$ cat src/rtl/pal_pkg.sv
package pal_pkg;

  localparam int DEFAULT_CAPACITY = 64;
  localparam int POS_W = 7;
  localparam int VAL_W = 32;

  typedef enum logic [1:0] {
    CMD_GET    = 2'd0,
    CMD_LOCATE = 2'd1,
    CMD_INSERT = 2'd2,
    CMD_DELETE = 2'd3
  } cmd_t;

  typedef enum logic [1:0] {
    ST_IDLE,
    ST_EXEC,
    ST_SCAN
  } state_t;

  // Operation broadcast from the controller to every cell.
  typedef struct packed {
    logic shift_up;
    logic shift_down;
    logic is_get;
    logic is_locate;
  } cell_ctl_t;

  // Search wave that walks the chain one cell per cycle.
  typedef struct packed {
    logic                    valid;
    logic                    hit;
    logic signed [VAL_W-1:0] data;
    logic [POS_W-1:0]        pos;
  } scan_t;

endpackage

$ cat src/rtl/pal_cell.sv
module pal_cell #(
  parameter int CAPACITY = pal_pkg::DEFAULT_CAPACITY,
  parameter int K        = 0
) (
  input  logic                                  clk,
  input  logic                                  rst_n,
  input  pal_pkg::cell_ctl_t                    ctl,
  input  logic [$clog2(CAPACITY)-1:0]           slot,
  input  logic signed [pal_pkg::VAL_W-1:0]      value,
  input  logic [$clog2(CAPACITY+1)-1:0]         count,
  input  logic signed [pal_pkg::VAL_W-1:0]      left_data,
  input  logic signed [pal_pkg::VAL_W-1:0]      right_data,
  output logic signed [pal_pkg::VAL_W-1:0]      data_o,
  input  pal_pkg::scan_t                        carry_i,
  output pal_pkg::scan_t                        carry_o
);
  import pal_pkg::*;

  localparam int IDX_W   = $clog2(CAPACITY);
  localparam int COUNT_W = $clog2(CAPACITY + 1);
  localparam logic [IDX_W-1:0]   MY_IDX = IDX_W'(K);
  localparam logic [COUNT_W-1:0] MY_CNT = COUNT_W'(K);
  localparam logic [POS_W-1:0]   MY_POS = POS_W'(K + 1);

  logic signed [VAL_W-1:0] data_r, data_nxt;
  scan_t                   carry_r, carry_nxt;
  logic                    match;

  // Insert: cells from the slot upward take their lower neighbor, the slot
  // itself takes the new value. Delete: cells from the slot upward take their
  // upper neighbor.
  always_comb begin
    data_nxt = data_r;
    if (ctl.shift_up) begin
      if (MY_IDX == slot) begin
        data_nxt = value;
      end else if (MY_IDX > slot) begin
        data_nxt = left_data;
      end
    end else if (ctl.shift_down) begin
      if (MY_IDX >= slot) begin
        data_nxt = right_data;
      end
    end
  end

  always_comb begin
    if (ctl.is_get) begin
      match = (MY_IDX == slot);
    end else begin
      match = ctl.is_locate && (MY_CNT < count) && (data_r == value);
    end
    carry_nxt = carry_i;
    if (carry_i.valid && !carry_i.hit && match) begin
      carry_nxt.hit  = 1'b1;
      carry_nxt.data = ctl.is_get ? data_r : '0;
      carry_nxt.pos  = ctl.is_get ? '0 : MY_POS;
    end
  end

  always_ff @(posedge clk) begin
    data_r <= data_nxt;
  end

  always_ff @(posedge clk) begin
    if (!rst_n) begin
      carry_r.valid <= 1'b0;
    end else begin
      carry_r <= carry_nxt;
    end
  end

  assign data_o  = data_r;
  assign carry_o = carry_r;

endmodule

$ cat config.mk
export PLATFORM = sky130hd
export DESIGN_NAME = pal_cell
export DESIGN_NICKNAME = d
export VERILOG_FILES = /design/src/rtl/pal_pkg.sv /design/src/rtl/pal_cell.sv
export SDC_FILE = /design/constraint.sdc
export NUM_CORES = 1
export LEC_CHECK = 0
export ABC_AREA = 1
export BUFFER_PORTS_ARGS = -buffer_cell sky130_fd_sc_hd__buf_4
export CELL_PAD_IN_SITES_DETAIL_PLACEMENT = 0
export CELL_PAD_IN_SITES_GLOBAL_PLACEMENT = 1
export CORE_MARGIN = 8
export CORE_UTILIZATION = 29
export CTS_BUF_LIST = sky130_fd_sc_hd__clkbuf_4
export CTS_CLUSTER_DIAMETER = 200
export DETAILED_ROUTE_END_ITERATION = 8
export GPL_TIMING_DRIVEN = 1
export PLACE_DENSITY_LB_ADDON = 0.15
export SKIP_CTS_REPAIR_TIMING = 1
export SLEW_MARGIN = 20
export SYNTH_ARGS = -nofsm -noshare
export SYNTH_HDL_FRONTEND = slang
export SYNTH_SLANG_ARGS = --single-unit
export TNS_END_PERCENT = 50
$ cat constraint.sdc
create_clock -name clk -period 5.5 [get_ports clk]
set_clock_uncertainty 0.2 [all_clocks]
set_input_delay 1.1 -clock clk [delete_from_list [all_inputs] [get_ports clk]]
set_output_delay 1.1 -clock clk [all_outputs]
set_load 0.03 [all_outputs]
==> flow_summary.json <==
{
  "die-area_mm2": 0.0181,
  "die_w_um": 135,
  "mostFrequentLayoutCell": "buf_4",
  "synthCells": 490,
  "hp-start": "data_o[4]$_DFFE_PP_",
  "cts.sinks": 73,
  "holdWs_ns": 0.409,
  "rr_endpoint": "carry_o[2]$_SDFFCE_PP0P_",
  "antenna_found_initial": 1,
  "pre_cts_ws_ns": 1.62,
  "yosys-top-cells-area": "edfxtp_1 53%, nand2_1 15%, a21oi_1 7.8%",
  "io_pins": 229,
  "dr.pass1.iters": 4,
  "holdPathEnd": "carry_o[11]$_DFFE_PP_",
  "slew_viol_final": 0,
  "clock_latency_ns": 0.44,
  "portBuffers": 228,
  "synth_seq_cells": 73,
  "dp_hpwl_um": 11500,
  "drc": 0,
  "hold_viol": 0,
  "ant_nets": 0,
  "syn_nets": 646,
  "postSynthAreaPerCell_um2": 8.34,
  "maxCapViolations": 0,
  "fmax_mhz": 294,
  "cts_buffers": 9,
  "finalNetCount": 864,
  "vias_per_cell": 4.48,
  "finalPower_mw": 1.27,
  "setup_tns_ns": 0,
  "rrSetupSlack_ns": 2.95,
  "p_leak_nw": 2.87,
  "fin_crit_sh_pct": 61.8,
  "cts_tree": "yes",
  "powerDensity_mw_per_mm2": 210,
  "cp_slowest_cell": "inv_2",
  "wirelength_um": 15400,
  "layout-drive-gt1-share_pct": 37.3,
  "rsz0062_at_grt": "no",
  "wl_per_cell_um": 17.2,
  "track_usage_pct": 16.8,
  "yosys.area.top_type": "edfxtp_1",
  "fin_ws_ns": 2.10,
  "cts_buffer_depth": 2,
  "yosys.cell_types.count": 19,
  "tightest_slew_ns": 1.07,
  "clkTransAtPathRegs_ns": 0.13,
  "first_iter_violations": 221,
  "maxSlewHeadroom_pct": 28.4,
  "area_delta_synth_final_pct": 48.3,
  "grt_max_degree": 42,
  "startpoint_type": "primary input",
  "setup_viol": 0,
  "irDropWorstVdd_uv": 92.4,
  "startpoint": "slot[3]",
  "status": "complete, no violations",
  "syn-cell-area_mm2": 0.00409,
  "multi_input_area_mm2": 0.00160,
  "hold_path_depth": 2,
  "nFillCells": 1438,
  "start_util_pct": 29.6,
  "path_class": "primary input to flip-flop",
  "num_vias": 4005,
  "synth_top_area_share_pct": 52.9,
  "worstSetupEndpointType": "flip-flop",
  "grt_pass1_vias": 4279,
  "path_cells": "buf_4, nor2_1, nand3_2, inv_2, nand3_4, inv_2, nand2_1, nand2_1",
  "min_path_type": "flip-flop to flip-flop",
  "grt_pass1_wl_um": 23600,
  "rr_worst_depth": 8,
  "gp_congestion": 0.743,
  "htreeDepth": 3,
  "arrival_ns": 3.50,
  "die_y_um": 135,
  "critPathMaxStageDelay_ns": 0.73,
  "r2r_start": "data_o[13]$_DFFE_PP_",
  "cts-root-buf": "clkbuf_4",
  "critPathMaxFanout": 35,
  "cp.required_ns": 5.60,
  "coreArea_mm2": 0.0138,
  "regArea_mm2": 0.00218,
  "final_cell_mix": "229 x buf_4, 162 x nand2_1, 72 x edfxtp_1",
  "rows": 43,
  "min_period_ns": 3.40,
  "ys_warn_count": 0,
  "yosysSeqAreaShare_pct": 53.4,
  "overflow": 0
}
[cell families after synthesis]
| logic type | count (synthesis) | share of synthesized area [%] |
|---|---|---|
| AO/OA/AOI/OAI | 65 | 8.05 |
| AND/OR/NAND/NOR | 262 | 27.6 |
| buffers and inverters | 74 | 7.56 |
| XOR/XNOR | 16 | 3.43 |
| flip-flops | 73 | 53.4 |
[power breakdown]
group          switching (mW)  internal (mW)
Sequential            0.00963          0.642
Combinational           0.138          0.131
Clock                   0.199          0.152
[worst max path at each step]
stage	end	depth (start not counted)	slack (ns)
2_1_floorplan	data_o[0]$_DFFE_PP_	4	1.84
3_3_place_gp	carry_o[29]$_DFFE_PP_	8	1.67
3_5_place_dp	carry_o[8]$_DFFE_PP_	8	1.62
4_1_cts	carry_o[8]$_DFFE_PP_	8	2.09
5_1_grt	carry_o[38]$_DFFE_PP_	8	1.84
6_report	carry_o[8]$_DFFE_PP_	8	2.10
[metal layers]
layer	vias up	share of wire (%)	GRT usage (%)
met4	0	1.7	6.24
met3	17	9.1	4.94
li1	2019	-	-
met5	-	0	0
met2	174	50	29.0
met1	1795	39	19.2
[flip-flops by register name, indices dropped and copies added (netlist names)]
name,flops
carry_o,41
data_o,32
[cells in the mapped netlist]
library cell,instances
nand4_1,1
dfxtp_1,1
nand3b_1,1
edfxtp_1,72
a21oi_1,64
buf_6,3
xnor2_1,16
nand3_1,24
buf_1,4
buf_2,7
nor2_2,4
nand3_2,11
inv_1,50
inv_2,2
nand2_1,162
clkbuf_1,8
nand3_4,2
nor2_1,57
a21oi_2,1
[metrics by stage]
step                area [um^2]  instances  utilization, %
finish                     6060        894            43.8
global route               6060        894            43.8
CTS                        6060        893            43.8
detailed placement         5920        877            42.8
global placement           5920        877            42.8
floorplan                  4090        490               -
[final cells by class]
| type | instances | share of cell area (%) |
|---|---|---|
| inverter | 52 | 3.22 |
| clock buffer | 12 | 1.49 |
| antenna | 1 | 0.0413 |
| sequential | 73 | 36.0 |
| clock inverter | 4 | 0.723 |
| timing repair buffer | 229 | 28.4 |
| multi-input combinational | 343 | 26.4 |
| tap | 180 | 3.72 |
[critical path: cells and delay by family]
kind	cells	cell delay (ns)
buf+inv	3	1.35
simple gates	5	1.01
Power figures use the tool's default switching activity.
